<file path="src/plcd_pkg.sv">
// Shared types and constants for the pinned LRU cache directory.
// Item payload structs, op and status codes, cell commands and flags.
// No dependencies.
package plcd_pkg;

  localparam int TAG_BITS     = 32;
  localparam int VER_BITS     = 32;
  localparam int ENTRIES_DEF  = 16;
  localparam int PIN_BITS_DEF = 8;
  localparam int CAP_BITS     = 5;
  localparam logic [CAP_BITS-1:0] CAP_RESET = 5'd16;
  localparam logic [2:0] ADDR_CAP = 3'd0;

  typedef enum logic [2:0] {
    OP_LOOKUP = 3'd0,
    OP_RELEASE = 3'd1,
    OP_CANCEL = 3'd2,
    OP_MARK = 3'd3,
    OP_UNLINK = 3'd4,
    OP_DRAIN = 3'd5
  } op_e;

  typedef enum logic [1:0] {
    ST_OK = 2'd0,
    ST_NO_SLOT = 2'd1,
    ST_BAD_SLOT = 2'd2,
    ST_Q_EMPTY = 2'd3
  } status_e;

  typedef struct packed {
    logic [2:0]          op;
    logic [TAG_BITS-1:0] key_tag;
    logic [3:0]          slot_index;
  } in_item_t;

  typedef struct packed {
    logic [1:0]          status;
    logic [3:0]          result_slot;
    logic                hit;
    logic                evict_marked;
    logic [VER_BITS-1:0] version;
    logic                last;
  } out_item_t;

  typedef enum logic [2:0] {
    CMD_NONE,
    CMD_HIT,
    CMD_FREE,
    CMD_INSERT,
    CMD_DEC,
    CMD_MARK,
    CMD_PEND
  } cell_cmd_e;

  typedef struct packed {
    logic valid;
    logic match;
    logic dirty;
    logic pend;
    logic pin_zero;
    logic pin_one;
  } cell_flags_t;

  typedef enum logic [1:0] {
    FSM_IDLE,
    FSM_EXEC,
    FSM_INSERT,
    FSM_DRAIN
  } fsm_e;

endpackage

</file>
<file path="src/plcd_cell.sv">
// One directory entry: tag, pin count, marks, version and recency rank.
// Acts on the command broadcast along the row. Depends on plcd_pkg.
module plcd_cell #(
  parameter int IW       = 4,
  parameter int PIN_BITS = 8
) (
  input  logic                          clk,
  input  logic                          rst,
  input  plcd_pkg::cell_cmd_e           cmd,
  input  logic                          sel,
  input  logic [plcd_pkg::TAG_BITS-1:0] tag_in,
  input  logic [plcd_pkg::TAG_BITS-1:0] probe_tag,
  input  logic [IW-1:0]                 rank_ref,
  output plcd_pkg::cell_flags_t         flags,
  output logic [IW-1:0]                 rank,
  output logic [plcd_pkg::VER_BITS-1:0] version
);
  import plcd_pkg::*;

  logic                valid;
  logic                dirty;
  logic                pend;
  logic [PIN_BITS-1:0] pin;
  logic [TAG_BITS-1:0] tag;

  assign flags.valid    = valid;
  assign flags.match    = valid && (tag == probe_tag);
  assign flags.dirty    = dirty;
  assign flags.pend     = pend;
  assign flags.pin_zero = (pin == '0);
  assign flags.pin_one  = (pin == PIN_BITS'(1));

  always_ff @(posedge clk) begin
    if (rst) begin
      valid <= 1'b0;
      dirty <= 1'b0;
      pend  <= 1'b0;
      pin   <= '0;
    end else begin
      unique case (cmd)
        CMD_HIT: begin
          if (sel) begin
            if (pin != '1) pin <= pin + PIN_BITS'(1);
          end
        end
        CMD_FREE: begin
          if (sel) begin
            valid <= 1'b0;
            pin   <= '0;
            dirty <= 1'b0;
            pend  <= 1'b0;
          end
        end
        CMD_INSERT: begin
          if (sel) begin
            valid <= 1'b1;
            pin   <= PIN_BITS'(1);
            dirty <= 1'b0;
            pend  <= 1'b0;
          end
        end
        CMD_DEC: begin
          if (sel && pin != '0) pin <= pin - PIN_BITS'(1);
        end
        CMD_MARK: begin
          if (sel) dirty <= 1'b1;
        end
        CMD_PEND: begin
          if (sel) pend <= 1'b1;
        end
        default: begin
        end
      endcase
    end
  end

  always_ff @(posedge clk) begin
    unique case (cmd)
      CMD_HIT: begin
        if (sel) rank <= '0;
        else if (valid && rank < rank_ref) rank <= rank + IW'(1);
      end
      CMD_FREE: begin
        if (!sel && valid && rank > rank_ref) rank <= rank - IW'(1);
      end
      CMD_INSERT: begin
        if (sel) begin
          rank    <= '0;
          tag     <= tag_in;
          version <= VER_BITS'(1);
        end else if (valid) begin
          rank <= rank + IW'(1);
        end
      end
      CMD_MARK: begin
        if (sel) version <= version + VER_BITS'(1);
      end
      default: begin
      end
    endcase
  end

endmodule

</file>
<file path="src/plcd_qcell.sv">
// One dirty queue place. Removal shifts later places down one step along
// the chain; the match carry runs from head to tail. Depends on nothing.
module plcd_qcell #(
  parameter int IW = 4
) (
  input  logic          clk,
  input  logic          live,
  input  logic          push,
  input  logic [IW-1:0] push_val,
  input  logic          remove,
  input  logic [IW-1:0] key,
  input  logic [IW-1:0] shift_in,
  input  logic          hit_in,
  output logic          hit_out,
  output logic [IW-1:0] val
);

  assign hit_out = hit_in || (live && val == key);

  always_ff @(posedge clk) begin
    if (remove && hit_out) val <= shift_in;
    else if (push) val <= push_val;
  end

endmodule

</file>
<file path="src/pinned_lru_cache_directory.sv">
// Pinned LRU cache directory.
// Input channel in_valid/in_ready/in_item carries one op per item; output
// channel out_valid/out_ready/out_item carries results, last marking the
// final result of an item. Capacity limit is set through the APB port at
// address 0 (reset value 16); the user must write it only while idle,
// the block does not enforce this. Ops run one at a time; a missing
// lookup passes through the exec and insert states before its result,
// a drain gives one result per queued slot, one per cycle while the
// receiver does not stall, and a new item is accepted only in idle. The
// entry row does all tag compares, rank updates and victim selection in
// parallel per cell; the dirty queue shifts later places down on removal.
// Results sit in a single output register; while the receiver stalls, the
// next item is still accepted, and its result waits until the register is
// freed. Reset clears all entries, the dirty queue and occupancy, and sets
// the capacity limit to 16. The block is usable on the cycle after reset.
// Depends on plcd_pkg, plcd_cell, plcd_qcell.
module pinned_lru_cache_directory #(
  parameter int ENTRIES  = plcd_pkg::ENTRIES_DEF,
  parameter int PIN_BITS = plcd_pkg::PIN_BITS_DEF
) (
  input  logic                clk,
  input  logic                rst,
  input  logic                in_valid,
  output logic                in_ready,
  input  plcd_pkg::in_item_t  in_item,
  output logic                out_valid,
  input  logic                out_ready,
  output plcd_pkg::out_item_t out_item,
  input  logic                psel,
  input  logic                penable,
  input  logic                pwrite,
  input  logic [2:0]          paddr,
  input  logic [31:0]         pwdata,
  output logic [31:0]         prdata,
  output logic                pready
);
  import plcd_pkg::*;

  localparam int IW = (ENTRIES > 1) ? $clog2(ENTRIES) : 1;
  localparam int CW = $clog2(ENTRIES + 1);
  localparam int XW = IW + 4;

  fsm_e state, state_next;
  in_item_t cur;
  logic [CAP_BITS-1:0] cap;
  logic [CW-1:0] occ, qlen;
  logic [IW-1:0] cnt;
  logic em;

  cell_flags_t flags [ENTRIES];
  logic [IW-1:0] ranks [ENTRIES];
  logic [VER_BITS-1:0] vers [ENTRIES];
  logic [IW-1:0] qval [ENTRIES];
  logic [ENTRIES:0] qhit;

  cell_cmd_e cmd;
  logic [IW-1:0] cmd_idx, rank_ref;
  logic q_push, q_remove, occ_inc, occ_dec, len_clear, emit, em_set;
  logic [IW-1:0] q_key;
  out_item_t emit_item;

  logic hit_any, vic_any, free_any, ofree;
  logic [IW-1:0] hidx, vidx, fidx, sidx;
  logic [XW-1:0] sx;
  logic [CW-1:0] occm1;
  logic slot_ok, evict_try;
  logic is_lookup, is_drain, is_known;

  // APB
  assign pready = 1'b1;
  assign prdata = (paddr == ADDR_CAP) ? 32'(cap) : 32'd0;

  always_ff @(posedge clk) begin
    if (rst) cap <= CAP_RESET;
    else if (psel && penable && pwrite && paddr == ADDR_CAP) cap <= pwdata[CAP_BITS-1:0];
  end

  // entry row
  for (genvar g = 0; g < ENTRIES; g++) begin : g_cell
    plcd_cell #(.IW(IW), .PIN_BITS(PIN_BITS)) u_cell (
      .clk(clk), .rst(rst), .cmd(cmd), .sel(cmd_idx == IW'(g)),
      .tag_in(cur.key_tag), .probe_tag(cur.key_tag), .rank_ref(rank_ref),
      .flags(flags[g]), .rank(ranks[g]), .version(vers[g])
    );
  end

  // dirty queue chain
  assign qhit[0] = 1'b0;
  for (genvar g = 0; g < ENTRIES; g++) begin : g_q
    plcd_qcell #(.IW(IW)) u_q (
      .clk(clk), .live(CW'(g) < qlen), .push(q_push && qlen == CW'(g)),
      .push_val(q_key), .remove(q_remove), .key(q_key),
      .shift_in((g == ENTRIES - 1) ? qval[g] : qval[(g + 1) % ENTRIES]),
      .hit_in(qhit[g]), .hit_out(qhit[g+1]), .val(qval[g])
    );
  end

  assign occm1 = occ - CW'(1);
  assign sx    = XW'(cur.slot_index);
  assign sidx  = sx[IW-1:0];
  assign slot_ok = (32'(cur.slot_index) < ENTRIES) && flags[sidx].valid;

  always_comb begin
    hit_any = 1'b0; vic_any = 1'b0; free_any = 1'b0;
    hidx = '0; vidx = '0; fidx = '0;
    for (int i = ENTRIES - 1; i >= 0; i--) begin
      if (flags[i].match) begin
        hit_any = 1'b1; hidx = IW'(i);
      end
      if (flags[i].valid && occ != '0 && CW'(ranks[i]) == occm1) begin
        vic_any = 1'b1; vidx = IW'(i);
      end
      if (!flags[i].valid) begin
        free_any = 1'b1; fidx = IW'(i);
      end
    end
  end

  assign evict_try = (32'(occ) >= 32'(cap)) && vic_any && !flags[vidx].pend
                     && flags[vidx].pin_zero;
  assign ofree     = !out_valid || out_ready;
  assign is_lookup = (cur.op == OP_LOOKUP);
  assign is_drain  = (cur.op == OP_DRAIN);
  assign is_known  = (cur.op <= OP_DRAIN);

  function automatic logic [3:0] slot4(input logic [IW-1:0] v);
    logic [XW-1:0] t;
    t = XW'(v);
    return t[3:0];
  endfunction

  // next state
  always_comb begin
    state_next = state;
    unique case (state)
      FSM_IDLE: if (in_valid) state_next = FSM_EXEC;
      FSM_EXEC: begin
        if (is_lookup && !hit_any) state_next = FSM_INSERT;
        else if (is_drain && qlen != '0) state_next = FSM_DRAIN;
        else if (ofree) state_next = FSM_IDLE;
      end
      FSM_INSERT: if (ofree) state_next = FSM_IDLE;
      FSM_DRAIN: if (ofree && CW'(cnt) + CW'(1) == qlen) state_next = FSM_IDLE;
      default: state_next = FSM_IDLE;
    endcase
  end

  // datapath control
  always_comb begin
    cmd = CMD_NONE; cmd_idx = sidx; rank_ref = '0;
    q_push = 1'b0; q_remove = 1'b0; q_key = sidx;
    occ_inc = 1'b0; occ_dec = 1'b0; len_clear = 1'b0;
    emit = 1'b0; em_set = 1'b0;
    emit_item = '0;
    emit_item.last = 1'b1;
    unique case (state)
      FSM_EXEC: begin
        if (is_lookup && !hit_any) begin
          if (evict_try) begin
            cmd_idx = vidx; rank_ref = ranks[vidx];
            if (flags[vidx].dirty) begin
              cmd = CMD_PEND; em_set = 1'b1;
            end else begin
              cmd = CMD_FREE; q_remove = 1'b1; q_key = vidx; occ_dec = 1'b1;
            end
          end
        end else if (is_drain && qlen != '0) begin
        end else if (ofree) begin
          emit = 1'b1;
          if (is_lookup) begin
            cmd = CMD_HIT; cmd_idx = hidx; rank_ref = ranks[hidx];
            emit_item.result_slot = slot4(hidx);
            emit_item.hit = 1'b1;
            emit_item.version = vers[hidx];
          end else if (is_drain) begin
            emit_item.status = ST_Q_EMPTY;
          end else if (!is_known) begin
          end else if (!slot_ok) begin
            emit_item.status = ST_BAD_SLOT;
          end else begin
            emit_item.result_slot = slot4(sidx);
            unique case (cur.op)
              OP_RELEASE: cmd = CMD_DEC;
              OP_CANCEL: begin
                if (flags[sidx].pin_one) begin
                  cmd = CMD_FREE; rank_ref = ranks[sidx];
                  q_remove = 1'b1; occ_dec = 1'b1;
                end else begin
                  cmd = CMD_DEC;
                end
              end
              OP_MARK: begin
                cmd = CMD_MARK;
                q_push = !flags[sidx].dirty && 32'(qlen) < ENTRIES;
                emit_item.version = vers[sidx] + VER_BITS'(1);
              end
              default: q_remove = 1'b1;
            endcase
          end
        end
      end
      FSM_INSERT: begin
        if (ofree) begin
          emit = 1'b1;
          emit_item.evict_marked = em;
          if (free_any) begin
            cmd = CMD_INSERT; cmd_idx = fidx; occ_inc = 1'b1;
            emit_item.result_slot = slot4(fidx);
            emit_item.version = VER_BITS'(1);
          end else begin
            emit_item.status = ST_NO_SLOT;
          end
        end
      end
      FSM_DRAIN: begin
        if (ofree) begin
          emit = 1'b1;
          emit_item.result_slot = slot4(qval[cnt]);
          emit_item.last = (CW'(cnt) + CW'(1) == qlen);
          len_clear = emit_item.last;
        end
      end
      default: begin
      end
    endcase
  end

  assign in_ready = (state == FSM_IDLE);

  always_ff @(posedge clk) begin
    if (in_valid && in_ready) cur <= in_item;
    if (emit) out_item <= emit_item;
  end

  always_ff @(posedge clk) begin
    if (rst) begin
      state     <= FSM_IDLE;
      occ       <= '0;
      qlen      <= '0;
      cnt       <= '0;
      em        <= 1'b0;
      out_valid <= 1'b0;
    end else begin
      state <= state_next;
      if (occ_inc) occ <= occ + CW'(1);
      else if (occ_dec && occ != '0) occ <= occ - CW'(1);
      if (len_clear) qlen <= '0;
      else if (q_push) qlen <= qlen + CW'(1);
      else if (q_remove && qhit[ENTRIES]) qlen <= qlen - CW'(1);
      if (state == FSM_EXEC) cnt <= '0;
      else if (state == FSM_DRAIN && ofree) cnt <= cnt + IW'(1);
      if (state == FSM_IDLE) em <= 1'b0;
      else if (em_set) em <= 1'b1;
      if (emit) out_valid <= 1'b1;
      else if (out_ready) out_valid <= 1'b0;
    end
  end

endmodule
</file>
<file path="config.mk">
export PLATFORM = sky130hd
export DESIGN_NAME = pinned_lru_cache_directory
export DESIGN_NICKNAME = d
export VERILOG_FILES = /design/src/plcd_pkg.sv /design/src/plcd_cell.sv /design/src/plcd_qcell.sv /design/src/pinned_lru_cache_directory.sv
export SDC_FILE = /design/constraint.sdc
export NUM_CORES = 2
export LEC_CHECK = 0
export BUFFER_PORTS_ARGS = -buffer_cell sky130_fd_sc_hd__buf_4
export CORE_MARGIN = 2
export CORE_UTILIZATION = 50
export CTS_BUF_LIST = sky130_fd_sc_hd__clkbuf_4 sky130_fd_sc_hd__clkbuf_8
export CTS_CLUSTER_DIAMETER = 150
export CTS_CLUSTER_SIZE = 14
export DETAILED_ROUTE_END_ITERATION = 10
export PLACE_DENSITY = 0.74
export REMOVE_ABC_BUFFERS = 1
export SYNTH_ARGS = -nofsm -noshare
export SYNTH_HDL_FRONTEND = slang
export SYNTH_SLANG_ARGS = --single-unit
export TNS_END_PERCENT = 5
</file>
<file path="constraint.sdc">
create_clock -name clk -period 18.5 [get_ports clk]
set_input_delay 0.925 -clock clk [delete_from_list [all_inputs] [get_ports clk]]
set_output_delay 0.925 -clock clk [all_outputs]
set_load 0.03 [all_outputs]
</file>
# == Word level (Yosys, flattened, before mapping) ==
# Index checks and enable logic that the tools add are counted.
# word_totals
word_cells,1581
mem_bits_ro,0
memories,0
mem_bits_rw,0
latchBits,0
regBits,1431
# op_classes
n_div,0
mux,591
reduce_logical,395
n_eq_ne,302
n_bitwise,7
shifts,0
multipliers,0
order_cmp,55
add_sub_neg,87
# op_table
cell,count
32-bit two-way mux,44
32-bit case mux with 2 select lines,17
4-bit two-way mux,195
8-bit two-way mux,80
"32-bit by 1-bit adder with 32-bit output, second input constant",17
32-bit equality test,16
8-bit case mux with 4 select lines,16
"2-bit by 1-bit inequality test with 1-bit output, second input constant",144
32-bit binary-select mux with 4-bit select,2
4-bit case mux with 3 select lines,17
3-bit AND reduction,64
1-bit logical AND,173
"8-bit by 1-bit adder with 8-bit output, second input constant",16
"8-bit by 1-bit equality test with 1-bit output, second input constant",16
8-bit zero test,16
"8-bit inequality test, second input constant",16
8-bit nonzero test,16
"8-bit by 1-bit subtractor with 8-bit output, second input constant",16
1-bit two-way mux,127
1-bit case mux with 2 select lines,50
"3-bit by 1-bit inequality test with 1-bit output, second input constant",32
6-bit AND reduction,16
4-bit by 5-bit equality test with 1-bit output,16
"4-bit by 1-bit adder with 4-bit output, second input constant",17
58 further kinds,298

# == Logic depth before layout (Yosys ltp) ==
# logic_depth
ltp_word,49
ltp_mapped,32
ltp_nobuf,25

# == By module ==
# From an unflattened synthesis, not the netlist that was laid out.
# hier_totals
cells_unflattened,8587
area_unflattened_um2,93482.2
# by_module_without_submodules
module,area_per_inst_um2,n_inst,cells_per_inst
plcd_cell (g_cell[0].u_cell ...),4418.0,11,408
pinned_lru_cache_directory,18383.9,1,1609
plcd_cell (g_cell[5].u_cell ...),4411.7,2,406
plcd_qcell,289.0,16,29
plcd_cell (g_cell[8].u_cell),4390.5,1,403
plcd_cell (g_cell[9].u_cell),4352.9,1,409
plcd_cell (g_cell[7].u_cell),4309.1,1,402

# == Least setup slack after synthesis ==
# Ideal clock, no wire load.
# synth_timing
path_type,register to register
from,reg cur (netlist bit sidx[0])
to,"reg g_cell[0].u_cell.rank[0], enable pin"
required_time_ns,18.126
stages_incl_launch_ff,23
setup_ns,0.374
t_arrival_ns,7.527
period_less_slack_ns,7.901
path_slack_ns,10.599
cell_sequence,edfxtp_1 -> buf_2 -> buf_1 -> buf_2 -> buf_2 -> buf_1 -> buf_2 -> buf_2 -> buf_1 -> buf_2 -> buf_2 -> buf_2 -> mux4_2 -> mux4_2 -> a22oi_1 -> nor3_1 -> o21ai_0 -> ha_1 -> o21ai_0 -> nand2b_1 -> nand2_1 -> o21ai_0 -> a221oi_1
# synth_via
elab_chain_cells,18
# synth_lines
element,line,source
from (decl),pinned_lru_cache_directory.sv:44,in_item_t cur;
from (signal assigned),pinned_lru_cache_directory.sv:231,if (in_valid && in_ready) cur <= in_item;
4-bit NOT with 5-bit output (not written as such),"pinned_lru_cache_directory.sv:101, pinned_lru_cache_directory.sv:185, pinned_lru_cache_directory.sv:186",
4-bit binary-select mux with 4-bit select or 6-bit binary-select mux with 4-bit select (tied branches),"pinned_lru_cache_directory.sv:186, pinned_lru_cache_directory.sv:101, pinned_lru_cache_directory.sv:185",
4-bit two-way mux (not written as such) or 6-bit two-way mux (tied branches) (2 in a row),n/a,
4-bit two-way mux,pinned_lru_cache_directory.sv:185,if (flags[sidx].pin_one) begin
4-bit two-way mux,pinned_lru_cache_directory.sv:182,unique case (cur.op)
4-bit two-way mux,pinned_lru_cache_directory.sv:178,end else if (!slot_ok) begin
4-bit two-way mux,pinned_lru_cache_directory.sv:177,end else if (!is_known) begin
4-bit two-way mux,pinned_lru_cache_directory.sv:175,end else if (is_drain) begin
4-bit two-way mux,pinned_lru_cache_directory.sv:170,if (is_lookup) begin
4-bit two-way mux,pinned_lru_cache_directory.sv:168,end else if (ofree) begin
4-bit two-way mux,pinned_lru_cache_directory.sv:167,end else if (is_drain && qlen != '0) begin
4-bit two-way mux,pinned_lru_cache_directory.sv:158,if (is_lookup && !hit_any) begin
4-bit two-way mux,pinned_lru_cache_directory.sv:156,unique case (state)
4-bit less-than comparator or 4-bit greater-than comparator (tied branches),"plcd_cell.sv:81, plcd_cell.sv:84",
"1-bit logical AND, on equally long branches","plcd_cell.sv:81, plcd_cell.sv:84",
3-bit by 1-bit inequality test with 1-bit output (no source line) or 2-bit by 1-bit inequality test with 1-bit output (tied branches),n/a,
4-bit AND reduction (no source line) (*),n/a,
to (signal assigned),plcd_cell.sv:81,else if (valid && rank < rank_ref) rank <= rank + IW'(1);
to (signal assigned),plcd_cell.sv:84,if (!sel && valid && rank > rank_ref) rank <= rank - IW'(1);
to (signal assigned),plcd_cell.sv:92,rank <= rank + IW'(1);
to (decl),plcd_cell.sv:15,"output logic [IW-1:0] rank,"
# Every way passes the cells marked *; elsewhere a longest branch is shown, timed or not. The select of a mux whose other input is x is not followed.
# A chain may end at the register's enable or synchronous reset.

# == Worst setup path after layout ==
# layout_timing
from,reg occ[1]
to,"reg g_cell[13].u_cell.version[17] in the netlist's numbering, enable pin"
# layout_via
elab_chain_cells,32
# layout_lines
element,line,source
from (decl),pinned_lru_cache_directory.sv:46,"logic [CW-1:0] occ, qlen;"
from (signal assigned),pinned_lru_cache_directory.sv:245,if (occ_inc) occ <= occ + CW'(1);
from (signal assigned),pinned_lru_cache_directory.sv:246,else if (occ_dec && occ != '0) occ <= occ - CW'(1);
5-bit by 1-bit subtractor with 5-bit output or 5-bit nonzero test (tied branches),"pinned_lru_cache_directory.sv:98, pinned_lru_cache_directory.sv:110",
4-bit by 5-bit equality test with 1-bit output or 1-bit logical AND (tied branches),pinned_lru_cache_directory.sv:110,if (flags[i].valid && occ != '0 && CW'(ranks[i]) == occm1) begin
1-bit logical AND,pinned_lru_cache_directory.sv:110,
4-bit two-way mux (16 in a row),pinned_lru_cache_directory.sv:110,
4-bit NOT with 5-bit output (not written as such),"pinned_lru_cache_directory.sv:119, pinned_lru_cache_directory.sv:120, pinned_lru_cache_directory.sv:161",
6-bit binary-select mux with 4-bit select,"pinned_lru_cache_directory.sv:119, pinned_lru_cache_directory.sv:120, pinned_lru_cache_directory.sv:161",
4-bit two-way mux (not written as such) (2 in a row),pinned_lru_cache_directory.sv:161,if (flags[vidx].dirty) begin
1-bit zero test,pinned_lru_cache_directory.sv:119,assign evict_try = (32'(occ) >= 32'(cap)) && vic_any && !flags[vidx].pend
1-bit logical AND,pinned_lru_cache_directory.sv:119,
1-bit logical AND,pinned_lru_cache_directory.sv:120,&& flags[vidx].pin_zero;
4-bit two-way mux or 3-bit two-way mux (tied branches),pinned_lru_cache_directory.sv:159,if (evict_try) begin
4-bit two-way mux or 3-bit two-way mux (tied branches),pinned_lru_cache_directory.sv:158,
4-bit case mux with 2 select lines or 3-bit case mux with 2 select lines (tied branches),pinned_lru_cache_directory.sv:156,
"4-bit equality test, or another cell as far along",pinned_lru_cache_directory.sv:81,".clk(clk), .rst(rst), .cmd(cmd), .sel(cmd_idx == IW'(g)),"
2-bit by 1-bit inequality test with 1-bit output (no source line) or 2-bit nonzero test (tied branches),n/a,
3-bit AND reduction (no source line) (*),n/a,
to (signal assigned),plcd_cell.sv:96,if (sel) version <= version + VER_BITS'(1);
to (decl),plcd_cell.sv:16,output logic [plcd_pkg::VER_BITS-1:0] version
# Marks and branches as above.

==> reports/metrics.yaml <==
run_status:
  outcome: "finished clean"
synthesis:
  synth_seq_area_share: 0.4541
  yosysWarnings: 0
  synth_commonest_cells: "edfxtp_1, nor2_1, nand2_1, xor2_1, xnor2_1"
  synth_cell_types: 115
  mappedNetlistArea_um2: 90250
  synth-edff-count: 1232
  synthArstFlopShare: 0
  yosys_register_bits: 1431
  ys.flop_type: "edfxtp_1"
  synthCells: 8810
  yosys.cell_count.top_type: "edfxtp_1"
  syn_area_per_cell_um2: 10.24
  synth_top_cell_by_area: "edfxtp_1"
  yosysTopAreaCellShare: 0.4099
  yosys-top-cells-area: "edfxtp_1, xor2_1, mux4_2"
worst_setup_path:
  endpoint_kind: "flop"
  setup.worst_path.class: "reg2reg"
  path_cells: "inv_1, ha_1, nor3b_2, xnor2_1, nor4bb_1, buf_4, nor2_1, and3_1, a32o_1, buf_4, a211oi_1, o211a_4, nor3b_2, nand3_1, a21o_1, a221o_1, nor2_1, nand2b_1, nor2_4"
  crit_path_top_delay_cell: "nor2_4"
  cp.buffers_inverters: 3
  critical-path-top-delay-family: "simple AND/OR/NAND/NOR gates"
  critPathMaxFanout: 32
  crit_required_ns: 19.05
  worst_ep_arrival_time_ns: 10.26
  crit_path_start_kind: "flop"
  max_stage_delay_ns: 1.00
routing:
  drt_iter0_drc: 9573
  drt_wl_total_um: 269300
  firstDrtPassIters: 7
  route.detailed.drc: 0
  via_per_inst: 6.528
  wl_per_cell_um: 24.51
  vias: 71725
  antenna_left: 0
power:
  power.leakage_nw: 31.83
  peakVddDrop_uv: 69.41
  power_density_nw_per_um2: 59.51
clock_network:
  cts_tree: "built"
  htreeDepth: 3
  post_cts_resized: 0
  clk_pin_slew_ns: 0.12
  cts_setup_buffers: 0
  clk_path_buf_depth: 3
  clock_latency_ns: 1.01
  cts-buffers-inserted: 113
  cts_hold_buf: 0
  clock_sinks: 1431
  cts_root_buffer: "clkbuf_8"
worst_hold_path:
  hold_class: "in2reg"
die:
  die_area_um2: 183900
  core_area_um2: 178800
  row_count: 155
  start_util: 0.5047
  die_y_um: 428.9
  io_pins: 157
  die_w_um: 428.9
timing:
  fin_worst_skew_ns: 0.09820
  whs_ns: 0.1074
  grt_setup_unrepaired: "no"
  max_freq_ghz: 0.1030
  relSlewSlack: 0.1624
  worst_slew_pin_slew_ns: 1.243
  final_hold_viol_count: 0
  tns_ns: 0
  final-setup-viol-count: 0
  fin_crit_ns: 9.709
  drv_slew: 0
  fin_crit_sh: 0.5248
placement:
  io_buffers: 101
  gp_congestion: 0.9841
  place_area_um2: 92980
  hpwlAfterDp_um: 179500
run:
  drv_cap: 0
cells_and_area:
  drive_gt1_frac: 0.1026
  fin_nets: 8852
  multi_input_area_um2: 46560
  seqCellArea_um2: 40980
  final_area_um2: 94910
  fillers: 15450
  syn2layout_area_growth_pct: 5.161
global_routing:
  grt_overflow: 0
  antenna_found_initial: 4
  grt_max_degree: 241
  grt_pass1_vias: 68236
  grt_usage: 0.2821
  grt_pass1_wl_um: 407100
-- layout by cell type, fill, tap and decap left out, drive strengths merged, types with 64 or more instances in the layout --
master and instances:
edfxtp 1232, nor2 1029, nand2 769, xor2 707, xnor2 435, o21ai 394
a21oi 392, nand3 380, nand4 253, buf 245, mux4 211, nor4 205
dfxtp 199, and3 198, mux2i 189, ha 179, inv 164, mux2 146
clkbuf 140, nor3 128, o211ai 92, a211oi 85, a22oi 64
-- per-stage QoR --
stage	utilization	total power, W	worst slack, ns	std cells
finish	0.5308	0.005648	8.791	10987
global route	0.5308	0.005787	8.709	10984
CTS	0.5307	0.005656	9.245	10981
detailed placement	0.5200	0.003962	9.369	10832
global placement	0.5200	0.003953	9.503	10832
floorplan	-	0.003811	-3.690	8232
-- worst reg2reg max path: stages, from the launching register on --
cell and delay (ns):
dfxtp_1 0.74, inv_1 0.14, ha_1 0.44, nor3b_2 0.29, xnor2_1 0.86, nor4bb_1 0.17
buf_4 0.23, nor2_1 0.25, and3_1 0.28, a32o_1 0.85, buf_4 0.39, a211oi_1 0.09
o211a_4 0.35, nor3b_2 0.55, nand3_1 0.31, a21o_1 0.29, a221o_1 0.65, nor2_1 0.66
nand2b_1 0.66, nor2_4 1.01
-- cell families after synthesis --
kind of cell    after synthesis  synth area share
flops                      1431            0.4541
other cells                   2        0.00008321
mux                         546           0.09196
compound gates             1432            0.1017
fa+ha+maj                   179           0.02482
buf+inv                     764           0.03491
simple gates               3298            0.1774
xor+xnor                   1158            0.1150
-- state kept, by name, summed over array words and instances, names as in the netlist --
name and flops:
qlen 5, state 2, g_cell.u_cell.pin 128, cur 35, g_cell.u_cell.version 512, cap 5
g_cell.u_cell.pend 16, occ 5, em 1, out_item 41, g_cell.u_cell.tag 512, g_cell.u_cell.rank 64
g_cell.u_cell.dirty 16, sidx 4, g_q.u_q.val 64, cnt 4, g_cell.u_cell.valid 16, out_valid 1
-- final timing paths --
check,endpoint,slack (ns),startpoint,cells past startpoint
worst min register to register,g_cell[15].u_cell.pend,0.49,g_cell[15].u_cell.pend,2
worst max-delay path,g_cell[13].u_cell.version[17],8.79,occ[1],19
worst min-delay path,cur[6],0.11,in_item[6],1
worst max register to register,g_cell[13].u_cell.version[17],8.79,occ[1],19
-- final cells by class --
type                    count  area share
diodes                      6   0.0001582
clock buffers             140     0.01859
clock inverters             9    0.001608
inverters                 160    0.006328
multi-input cells        6641      0.4906
flip-flops and latches   1431      0.4318
well taps                2355     0.03105
repair buffers            245     0.01995
-- metal layers --
layer | vias up | track usage | part of all wire
met5 | - | 0 | 0
met2 | 4059 | 0.4453 | 0.46
li1 | 31962 | - | -
met3 | 810 | 0.04272 | 0.093
met1 | 34894 | 0.3745 | 0.39
met4 | 0 | 0.1533 | 0.061
-- where the power goes --
group / switching [W] / internal, W / leakage [nW]
combinational: 0.000285 / 0.000117 / 16.7
sequential: 0.00000669 / 0.00349 / 14.1
clock: 0.00112 / 0.000627 / 1.01
No activity file was read; power rests on OpenSTA's default activity.
